$ cat config.mk
export PLATFORM = sky130hd
export DESIGN_NAME = sorted_set_insert_delete_unit_flat
export DESIGN_NICKNAME = d
export VERILOG_FILES = /design/src/rtl/ssid_pkg.sv /design/src/rtl/ssid_in_if.sv /design/src/rtl/ssid_out_if.sv /design/src/rtl/ssid_cell.sv /design/src/rtl/sorted_set_insert_delete_unit.sv /design/src/flat_wrapper.sv
export SDC_FILE = /design/constraint.sdc
export NUM_CORES = 2
export LEC_CHECK = 0
export BUFFER_PORTS_ARGS = -buffer_cell sky130_fd_sc_hd__buf_4
export CAP_MARGIN = 20
export CORE_MARGIN = 4
export CORE_UTILIZATION = 45
export DETAILED_ROUTE_END_ITERATION = 10
export SYNTH_ARGS = -nofsm -noshare
export SYNTH_HDL_FRONTEND = slang
export SYNTH_SLANG_ARGS = --single-unit
$ cat constraint.sdc
create_clock -name clk -period 5.5 [get_ports clk]
set_input_delay 0.825 -clock clk [delete_from_list [all_inputs] [get_ports clk]]
set_output_delay 0.825 -clock clk [all_outputs]
set_load 0.05 [all_outputs]
$ cat src/rtl/ssid_pkg.sv
// Package for the sorted set insert/delete unit.
// Holds the operation, status and state codes and the cell control types.
// No dependencies.
package ssid_pkg;

    localparam int IN_VALUE_W  = 32;
    localparam int OUT_COUNT_W = 5;
    localparam int STATUS_W    = 3;

    typedef enum logic {
        OP_INSERT = 1'b0,
        OP_DELETE = 1'b1
    } op_t;

    typedef enum logic [STATUS_W-1:0] {
        ST_INSERTED = 3'd0,
        ST_PRESENT  = 3'd1,
        ST_DELETED  = 3'd2,
        ST_ABSENT   = 3'd3,
        ST_FULL     = 3'd4
    } status_t;

    typedef enum logic {
        S_IDLE  = 1'b0,
        S_APPLY = 1'b1
    } state_t;

    typedef struct packed {
        logic ins;
        logic del;
    } cell_ctrl_t;

    typedef struct packed {
        logic ge;
        logic eq;
    } cell_flags_t;

endpackage

$ cat src/rtl/ssid_in_if.sv
// Request channel: operation and value, valid/ready handshake.
// Depends on ssid_pkg.
interface ssid_in_if;
    logic                                 valid;
    logic                                 ready;
    logic                                 operation;
    logic signed [ssid_pkg::IN_VALUE_W-1:0] value;

    modport source (output valid, output operation, output value, input ready);
    modport sink   (input valid, input operation, input value, output ready);
endinterface

$ cat src/rtl/ssid_out_if.sv
// Response channel: status and count, valid/ready handshake.
// Depends on ssid_pkg.
interface ssid_out_if;
    logic                                valid;
    logic                                ready;
    logic [ssid_pkg::STATUS_W-1:0]       status;
    logic [ssid_pkg::OUT_COUNT_W-1:0]    count;

    modport source (output valid, output status, output count, input ready);
    modport sink   (input valid, input status, input count, output ready);
endinterface

$ cat src/rtl/ssid_cell.sv
// One storage cell of the sorted chain: holds one entry and its compare flags.
// Shifts from the left neighbor on insert, from the right on delete. Uses ssid_pkg.
module ssid_cell #(
    parameter int DATA_WIDTH = 32,
    parameter int CNT_W      = 5,
    parameter int INDEX      = 0
) (
    input  logic                         clk,
    input  logic                         cmp_en,
    input  logic signed [DATA_WIDTH-1:0] cmp_value,
    input  logic signed [DATA_WIDTH-1:0] upd_value,
    input  logic [CNT_W-1:0]             count,
    input  ssid_pkg::cell_ctrl_t         ctrl,
    input  logic signed [DATA_WIDTH-1:0] left_entry,
    input  logic                         left_ge,
    input  logic signed [DATA_WIDTH-1:0] right_entry,
    output logic signed [DATA_WIDTH-1:0] entry,
    output ssid_pkg::cell_flags_t        flags
);
    import ssid_pkg::*;

    logic signed [DATA_WIDTH-1:0] entry_reg;
    logic signed [DATA_WIDTH-1:0] entry_next;
    logic                         ge_reg;
    logic                         eq_reg;
    logic                         occupied;

    // empty slots compare as greater than any value
    assign occupied = (count > CNT_W'(INDEX));

    always_comb
    begin
        entry_next = entry_reg;
        if (ctrl.ins && ge_reg)
        begin
            entry_next = left_ge ? left_entry : upd_value;
        end
        else if (ctrl.del && (ge_reg || eq_reg))
        begin
            entry_next = right_entry;
        end
    end

    always_ff @(posedge clk)
    begin
        entry_reg <= entry_next;
        if (cmp_en)
        begin
            ge_reg <= !occupied || (entry_reg > cmp_value);
            eq_reg <= occupied && (entry_reg == cmp_value);
        end
    end

    assign entry    = entry_reg;
    assign flags.ge = ge_reg;
    assign flags.eq = eq_reg;

endmodule

$ cat src/rtl/sorted_set_insert_delete_unit.sv
// Top level of the sorted set insert/delete unit: control FSM, fill count,
// result register and the chain of ssid_cell. Uses ssid_pkg, ssid_in_if, ssid_out_if.
//
//   port   dir   fields               per transfer
//   req    in    operation, value     one insert or delete
//   rsp    out   status, count        one result per request
//
// The cells compare at the request transfer, then the cells from the target
// slot onward shift in parallel in the apply cycle.
// One request in flight; req.ready is high only while idle.
// A result waiting in the rsp register stalls the apply cycle.
// Reset (async, rst_n low) empties the set and drops any pending result.
module sorted_set_insert_delete_unit #(
    parameter int CAPACITY   = 16,
    parameter int DATA_WIDTH = 32
) (
    input  logic        clk,
    input  logic        rst_n,
    ssid_in_if.sink     req,
    ssid_out_if.source  rsp
);
    import ssid_pkg::*;

    localparam int CNT_W = $clog2(CAPACITY + 1);

    state_t                       state_reg;
    state_t                       state_next;
    op_t                          op_reg;
    logic signed [DATA_WIDTH-1:0] value_reg;
    logic signed [DATA_WIDTH-1:0] value_in;
    logic [CNT_W-1:0]             count_reg;
    logic [CNT_W-1:0]             count_next;
    logic                         out_valid_reg;
    logic                         out_valid_next;
    status_t                      status_reg;
    status_t                      status_next;
    logic [OUT_COUNT_W-1:0]       out_count_reg;

    logic                         accept;
    logic                         apply_go;
    logic                         found;
    logic                         full;
    cell_ctrl_t                   ctrl;

    logic signed [DATA_WIDTH-1:0] entry_vec [CAPACITY];
    cell_flags_t                  flag_vec  [CAPACITY];
    logic [CAPACITY-1:0]          eq_vec;

    assign value_in = DATA_WIDTH'(req.value);
    assign accept   = req.valid && req.ready;

    // next state
    always_comb
    begin
        state_next = state_reg;
        case (state_reg)
            S_IDLE:
            begin
                if (accept)
                begin
                    state_next = S_APPLY;
                end
            end
            S_APPLY:
            begin
                if (!out_valid_reg || rsp.ready)
                begin
                    state_next = S_IDLE;
                end
            end
            default:
            begin
                state_next = S_IDLE;
            end
        endcase
    end

    // FSM outputs
    always_comb
    begin
        req.ready = 1'b0;
        apply_go  = 1'b0;
        case (state_reg)
            S_IDLE:
            begin
                req.ready = 1'b1;
            end
            S_APPLY:
            begin
                apply_go = !out_valid_reg || rsp.ready;
            end
            default:
            begin
                req.ready = 1'b0;
            end
        endcase
    end

    always_comb
    begin
        for (int i = 0; i < CAPACITY; i++)
        begin
            eq_vec[i] = flag_vec[i].eq;
        end
    end

    assign found = |eq_vec;
    assign full  = (count_reg == CNT_W'(CAPACITY));

    always_comb
    begin
        ctrl.ins    = 1'b0;
        ctrl.del    = 1'b0;
        count_next  = count_reg;
        status_next = ST_ABSENT;
        case (op_reg)
            OP_INSERT:
            begin
                if (found)
                begin
                    status_next = ST_PRESENT;
                end
                else if (full)
                begin
                    status_next = ST_FULL;
                end
                else
                begin
                    status_next = ST_INSERTED;
                    ctrl.ins    = apply_go;
                    count_next  = count_reg + CNT_W'(1);
                end
            end
            OP_DELETE:
            begin
                if (found)
                begin
                    status_next = ST_DELETED;
                    ctrl.del    = apply_go;
                    count_next  = count_reg - CNT_W'(1);
                end
            end
            default:
            begin
                status_next = ST_ABSENT;
            end
        endcase
    end

    always_comb
    begin
        out_valid_next = out_valid_reg;
        if (apply_go)
        begin
            out_valid_next = 1'b1;
        end
        else if (rsp.ready)
        begin
            out_valid_next = 1'b0;
        end
    end

    always_ff @(posedge clk or negedge rst_n)
    begin
        if (!rst_n)
        begin
            state_reg     <= S_IDLE;
            count_reg     <= '0;
            out_valid_reg <= 1'b0;
        end
        else
        begin
            state_reg     <= state_next;
            out_valid_reg <= out_valid_next;
            if (apply_go)
            begin
                count_reg <= count_next;
            end
        end
    end

    always_ff @(posedge clk)
    begin
        if (accept)
        begin
            op_reg    <= op_t'(req.operation);
            value_reg <= value_in;
        end
        if (apply_go)
        begin
            status_reg    <= status_next;
            out_count_reg <= OUT_COUNT_W'(count_next);
        end
    end

    genvar g;
    generate
        for (g = 0; g < CAPACITY; g++)
        begin : g_cell
            logic signed [DATA_WIDTH-1:0] left_entry;
            logic                         left_ge;
            logic signed [DATA_WIDTH-1:0] right_entry;

            if (g == 0)
            begin : g_first
                assign left_entry = value_reg;
                assign left_ge    = 1'b0;
            end
            else
            begin : g_mid
                assign left_entry = entry_vec[g-1];
                assign left_ge    = flag_vec[g-1].ge;
            end

            if (g == CAPACITY - 1)
            begin : g_last
                assign right_entry = entry_vec[g];
            end
            else
            begin : g_inner
                assign right_entry = entry_vec[g+1];
            end

            ssid_cell #(
                .DATA_WIDTH (DATA_WIDTH),
                .CNT_W      (CNT_W),
                .INDEX      (g)
            ) u_cell (
                .clk         (clk),
                .cmp_en      (accept),
                .cmp_value   (value_in),
                .upd_value   (value_reg),
                .count       (count_reg),
                .ctrl        (ctrl),
                .left_entry  (left_entry),
                .left_ge     (left_ge),
                .right_entry (right_entry),
                .entry       (entry_vec[g]),
                .flags       (flag_vec[g])
            );
        end
    endgenerate

    assign rsp.valid  = out_valid_reg;
    assign rsp.status = status_reg;
    assign rsp.count  = out_count_reg;

endmodule
$ cat src/flat_wrapper.sv
// flat-port wrapper written by rule: the top's interface ports become plain ports
module sorted_set_insert_delete_unit_flat import ssid_pkg::*;
#(
    parameter int CAPACITY   = 16,
    parameter int DATA_WIDTH = 32
)
  (clk, rst_n, req_valid, req_operation, req_value, req_ready, rsp_valid, rsp_status, rsp_count, rsp_ready);
  ssid_in_if req_i ();
  ssid_out_if rsp_i ();
  input  logic clk;
  input  logic rst_n;
  input wire logic [$bits(req_i.valid)-1:0] req_valid;
  input wire logic [$bits(req_i.operation)-1:0] req_operation;
  input wire logic [$bits(req_i.value)-1:0] req_value;
  output wire logic [$bits(req_i.ready)-1:0] req_ready;
  output wire logic [$bits(rsp_i.valid)-1:0] rsp_valid;
  output wire logic [$bits(rsp_i.status)-1:0] rsp_status;
  output wire logic [$bits(rsp_i.count)-1:0] rsp_count;
  input wire logic [$bits(rsp_i.ready)-1:0] rsp_ready;
  assign req_i.valid = req_valid;
  assign req_i.operation = req_operation;
  assign req_i.value = req_value;
  assign req_ready = req_i.ready;
  assign rsp_valid = rsp_i.valid;
  assign rsp_status = rsp_i.status;
  assign rsp_count = rsp_i.count;
  assign rsp_i.ready = rsp_ready;
  sorted_set_insert_delete_unit #(.CAPACITY(CAPACITY), .DATA_WIDTH(DATA_WIDTH)) u_core (.clk(clk), .rst_n(rst_n), .req(req_i), .rsp(rsp_i));
endmodule
==> results_dict.tcl <==
set metrics [dict create \
    outcome "complete, no violations" \
    drive_above_1_share 0.08594 \
    cts_buffers 72 \
    utilization 0.4985 \
    drcViolationCount 0 \
    hold_viol_final 0 \
    std_cell_rows 109 \
    synthesis.instances 3753 \
    first_iter_violations 2398 \
    synth_enable_flop_cells 585 \
    power_density_mw_per_mm2 373.4 \
    synth.ff_latch_count 592 \
    synthArstFlopShare 0.01182 \
    clock_period_minus_final_worst_setup_slack_ps 4215 \
    rsz0062_at_grt "false" \
    grt_pass1_wl_microns 177700 \
    drt.antenna.violating_nets 0 \
    final.period_utilization 0.7664 \
    cell_depth_of_the_worst_hold_path 1 \
    post-cts-setup-buffers 0 \
    ctsLongestPathBuffers 3 \
    cp_common_cell "sky130_fd_sc_hd__buf_4" \
    cts_sinks 592 \
    holdBufCountCts 1 \
    critical_path.reg2reg.endpoint "u_core.g_cell[12].u_cell.entry[6]" \
    cp_slowest_stage_delay_ps 900 \
    critPathRequiredTime_ps 5740 \
    criticalPathCategory "reg -> reg" \
    path_delay_family "simple AND/OR/NAND/NOR gates" \
    synth_area_leader_cell "sky130_fd_sc_hd__edfxtp_1" \
    total_routed_length_microns 116000 \
    holdCritStartpoint "req_operation" \
    total_negative_slack_for_setup_checks_ps 0 \
    synthesis.nets 4308 \
    finish.instance_area_sq_mm 0.04399 \
    mappedNetlistArea_sq_mm 0.03998 \
    place_ws_ps 1286 \
    core-area_sq_mm 0.08824 \
    detailedPlacementHpwl_microns 88810 \
    globalRoute.totalOverflow 0 \
    worst_setup_path_start_kind "flip-flop" \
    antenna_found_initial 1 \
    timing.max_cap.violations 0 \
    setup_violations 0 \
    cts.reportedPaths.clkPinSlew_ps 60 \
    io_buffers 46 \
    r2r-start "u_core.g_cell[13].u_cell.eq_reg" \
    detailedRoute.firstPassIterationCount 6 \
    globalRouteTotalUtil 0.2430 \
    cp.arrival_ps 4450 \
    die_y_microns 306.1 \
    max_freq_mhz 237.2 \
    vdd_ir_drop_max_mv 0.2950 \
    leakage_nw 18.95 \
    wl_per_cell_microns 23.34 \
    transition_time_of_the_tightest_slew_check_pin_ps 1179 \
    crit_fanout 65 \
    critical_path.slowest_cell "sky130_fd_sc_hd__a21oi_4" \
    die_area_sq_mm 0.09367 \
    top_level_ports 47 \
    initial_core_util 0.4531 \
    synth_flop_cell "sky130_fd_sc_hd__edfxtp_1" \
    placed_cell_area_sq_mm 0.04167 \
    dr_total_vias 29280 \
    timing.hold.worst.class "in -> reg" \
    clockRootBuffer "sky130_fd_sc_hd__clkbuf_16" \
    clk-insertion-delay-late_ps 630 \
    slew_headroom 0.2141 \
    gp_congestion 0.8828 \
    worst_path_cell_chain "nor4_1 > nand4_1 > nor4_4 > buf_4 > nand2_2 > buf_4 > a21oi_4" \
    post_drt_via_cell_ratio 5.889 \
    fin_nets 4304 \
    ctsHtreeMaxLevel 3 \
    final_critical_path_setup_slack_ps 1285 \
    hold_end "u_core.op_reg" \
    slew_viol_final 0 \
    seq_area_frac_synth 0.4438 \
    post_synth_main_area_contributors "sky130_fd_sc_hd__edfxtp_1 (44%), sky130_fd_sc_hd__ha_1 (16%), sky130_fd_sc_hd__mux2i_1 (11%), sky130_fd_sc_hd__nand2_1 (5.4%), sky130_fd_sc_hd__o21ai_1 (3.6%)" \
    skew_ps 19.08 \
    netlist-cell-type-count 53 \
    area_growth_syn_to_layout_pct 10.02 \
    count_of_warnings_emitted_by_yosys 0 \
    die_x_microns 306.1 \
    cts_tree "yes" \
    bufs_and_invs_on_worst_path 2 \
    largest_register_ffs 512 \
    vias_in_the_first_global_route 28670 \
    cts_repair_resize_count 0 \
    worst_setup_path_end_kind "flip-flop" \
    reg2reg_depth 7 \
    syn-mean-instance-area_sq_um 10.65 \
    synth_top_cell_area_share 0.4394 \
    num-fill-cells 8002 \
    grt_max_degree 66 \
    regToRegSetupSlack_ps 1280 \
]
==> Yosys cell counts (7+ instances only) <==
cell type / number
sky130_fd_sc_hd__nor2_1: 65
sky130_fd_sc_hd__inv_1: 73
sky130_fd_sc_hd__a211oi_1: 23
sky130_fd_sc_hd__clkbuf_1: 139
sky130_fd_sc_hd__a31oi_1: 12
sky130_fd_sc_hd__nor3_1: 26
sky130_fd_sc_hd__o21ai_1: 288
sky130_fd_sc_hd__o211ai_1: 25
sky130_fd_sc_hd__mux2i_1: 451
sky130_fd_sc_hd__nand3_1: 39
sky130_fd_sc_hd__and4_1: 7
sky130_fd_sc_hd__a22oi_1: 8
sky130_fd_sc_hd__nand4_1: 110
sky130_fd_sc_hd__nor4b_1: 8
sky130_fd_sc_hd__nand2_1: 573
sky130_fd_sc_hd__buf_4: 22
sky130_fd_sc_hd__nor4bb_1: 7
sky130_fd_sc_hd__a21boi_0: 9
sky130_fd_sc_hd__nor4_1: 35
sky130_fd_sc_hd__a221o_1: 12
sky130_fd_sc_hd__buf_2: 42
sky130_fd_sc_hd__mux2_2: 68
sky130_fd_sc_hd__nand2b_1: 14
sky130_fd_sc_hd__edfxtp_1: 585
sky130_fd_sc_hd__o21ai_0: 239
sky130_fd_sc_hd__dfrtp_1: 7
sky130_fd_sc_hd__a21o_1: 41
sky130_fd_sc_hd__ha_1: 518
sky130_fd_sc_hd__o31a_1: 9
sky130_fd_sc_hd__a21oi_1: 222
sky130_fd_sc_hd__nor2b_1: 19
==> cell families (layout without fill, tap and decap cells) <==
group / after synthesis / after routing / synth area share
buffers and inverters: 279 / 331 / 0.02976
AO/OA/AOI/OAI: 916 / 916 / 0.1263
flip-flops: 592 / 592 / 0.4438
other: 0 / 1 / 0
adder cells (fa/ha/maj): 518 / 518 / 0.1621
AND/OR/NAND/NOR: 926 / 926 / 0.1053
multiplexers: 519 / 519 / 0.1321
XOR/XNOR: 3 / 3 / 0.0006574
==> layer usage <==
layer | vias to the layer above | wire length [microns] | GRT usage | share of wire
met3 | 169 | 5314 | 0.03005 | 0.046
met2 | 708 | 51530 | 0.3835 | 0.44
met1 | 14150 | 55920 | 0.3543 | 0.48
met4 | 0 | 3267 | 0.06661 | 0.028
met5 | - | 0 | 0 | 0
li1 | 14250 | - | - | -
==> metrics by stage <==
| step | hold slack, ps | cells | total power [mW] |
|---|---|---|---|
| after detailed placement | 512.4 | 4838 | 11.69 |
| after global routing | 345.1 | 4970 | 17.29 |
| after CTS | 335.5 | 4969 | 16.46 |
| after floorplan | 505.9 | 3753 | 10.04 |
| after global placement | 508.7 | 4837 | 11.59 |
| final | 375.2 | 4971 | 16.42 |
==> how the worst max path moves through the flow <==
stage | from | depth (start not counted) | end | slack, ps
2_1_floorplan | u_core.count_reg[0] | 11 | u_core.g_cell[1].u_cell.entry[0] | 1290
3_3_place_gp | req_value[30] | 8 | u_core.g_cell[14].u_cell.ge_reg | 1080
3_5_place_dp | u_core.g_cell[12].u_cell.eq_reg | 7 | u_core.g_cell[12].u_cell.entry[5] | 1290
4_1_cts | u_core.g_cell[13].u_cell.eq_reg | 7 | u_core.g_cell[12].u_cell.entry[2] | 1270
5_1_grt | u_core.g_cell[12].u_cell.eq_reg | 7 | u_core.g_cell[12].u_cell.entry[10] | 1020
6_report | u_core.g_cell[13].u_cell.eq_reg | 7 | u_core.g_cell[12].u_cell.entry[6] | 1280
==> cell type report <==
cell class / instances / area (sq um) / share of cell area
Multi-Input combinational cell: 2882 / 21260 / 0.4834
Inverter: 75 / 281.5 / 0.006400
Sequential cell: 592 / 17740 / 0.4034
Clock buffer: 96 / 1966 / 0.04469
Clock inverter: 34 / 315.3 / 0.007168
Timing Repair Buffer: 126 / 958.4 / 0.02179
Antenna cell: 1 / 2.502 / 0.00005689
Tap cell: 1165 / 1458 / 0.03314
==> report_power, final <==
group	internal (mW)	leakage, nW	switching [mW]
clock	2.79	1.11	1.96
combinational	1.83	12.4	2.78
sequential	6.08	5.46	0.987
total	10.7	19.0	5.73
==> placed cells by master, fill, tap and decap left out, drive strengths merged, types with 4 or more instances in the layout <==
master and instances:
a21bo 4, nand2 573, and3 6, and4 7, a21oi 222, bufinv 6, mux2i 451, nand2b 14
nand4 110, nand3 39, o211ai 25, nor2 65, nor4b 8, a22oi 8, inv 77, a31oi 12
and2 6, a211oi 23, edfxtp 585, buf 125, o21a 6, nor3 26, a221o 12, dfrtp 7
mux2 68, clkbuf 96, o22ai 5, ha 518, nor4bb 7, a221oi 5, nor2b 19, clkinv 25
a21o 41, o21ai 527, nor4 36, a21boi 9, o31a 9, nand4b 5
(Power assumes the default switching activity.)
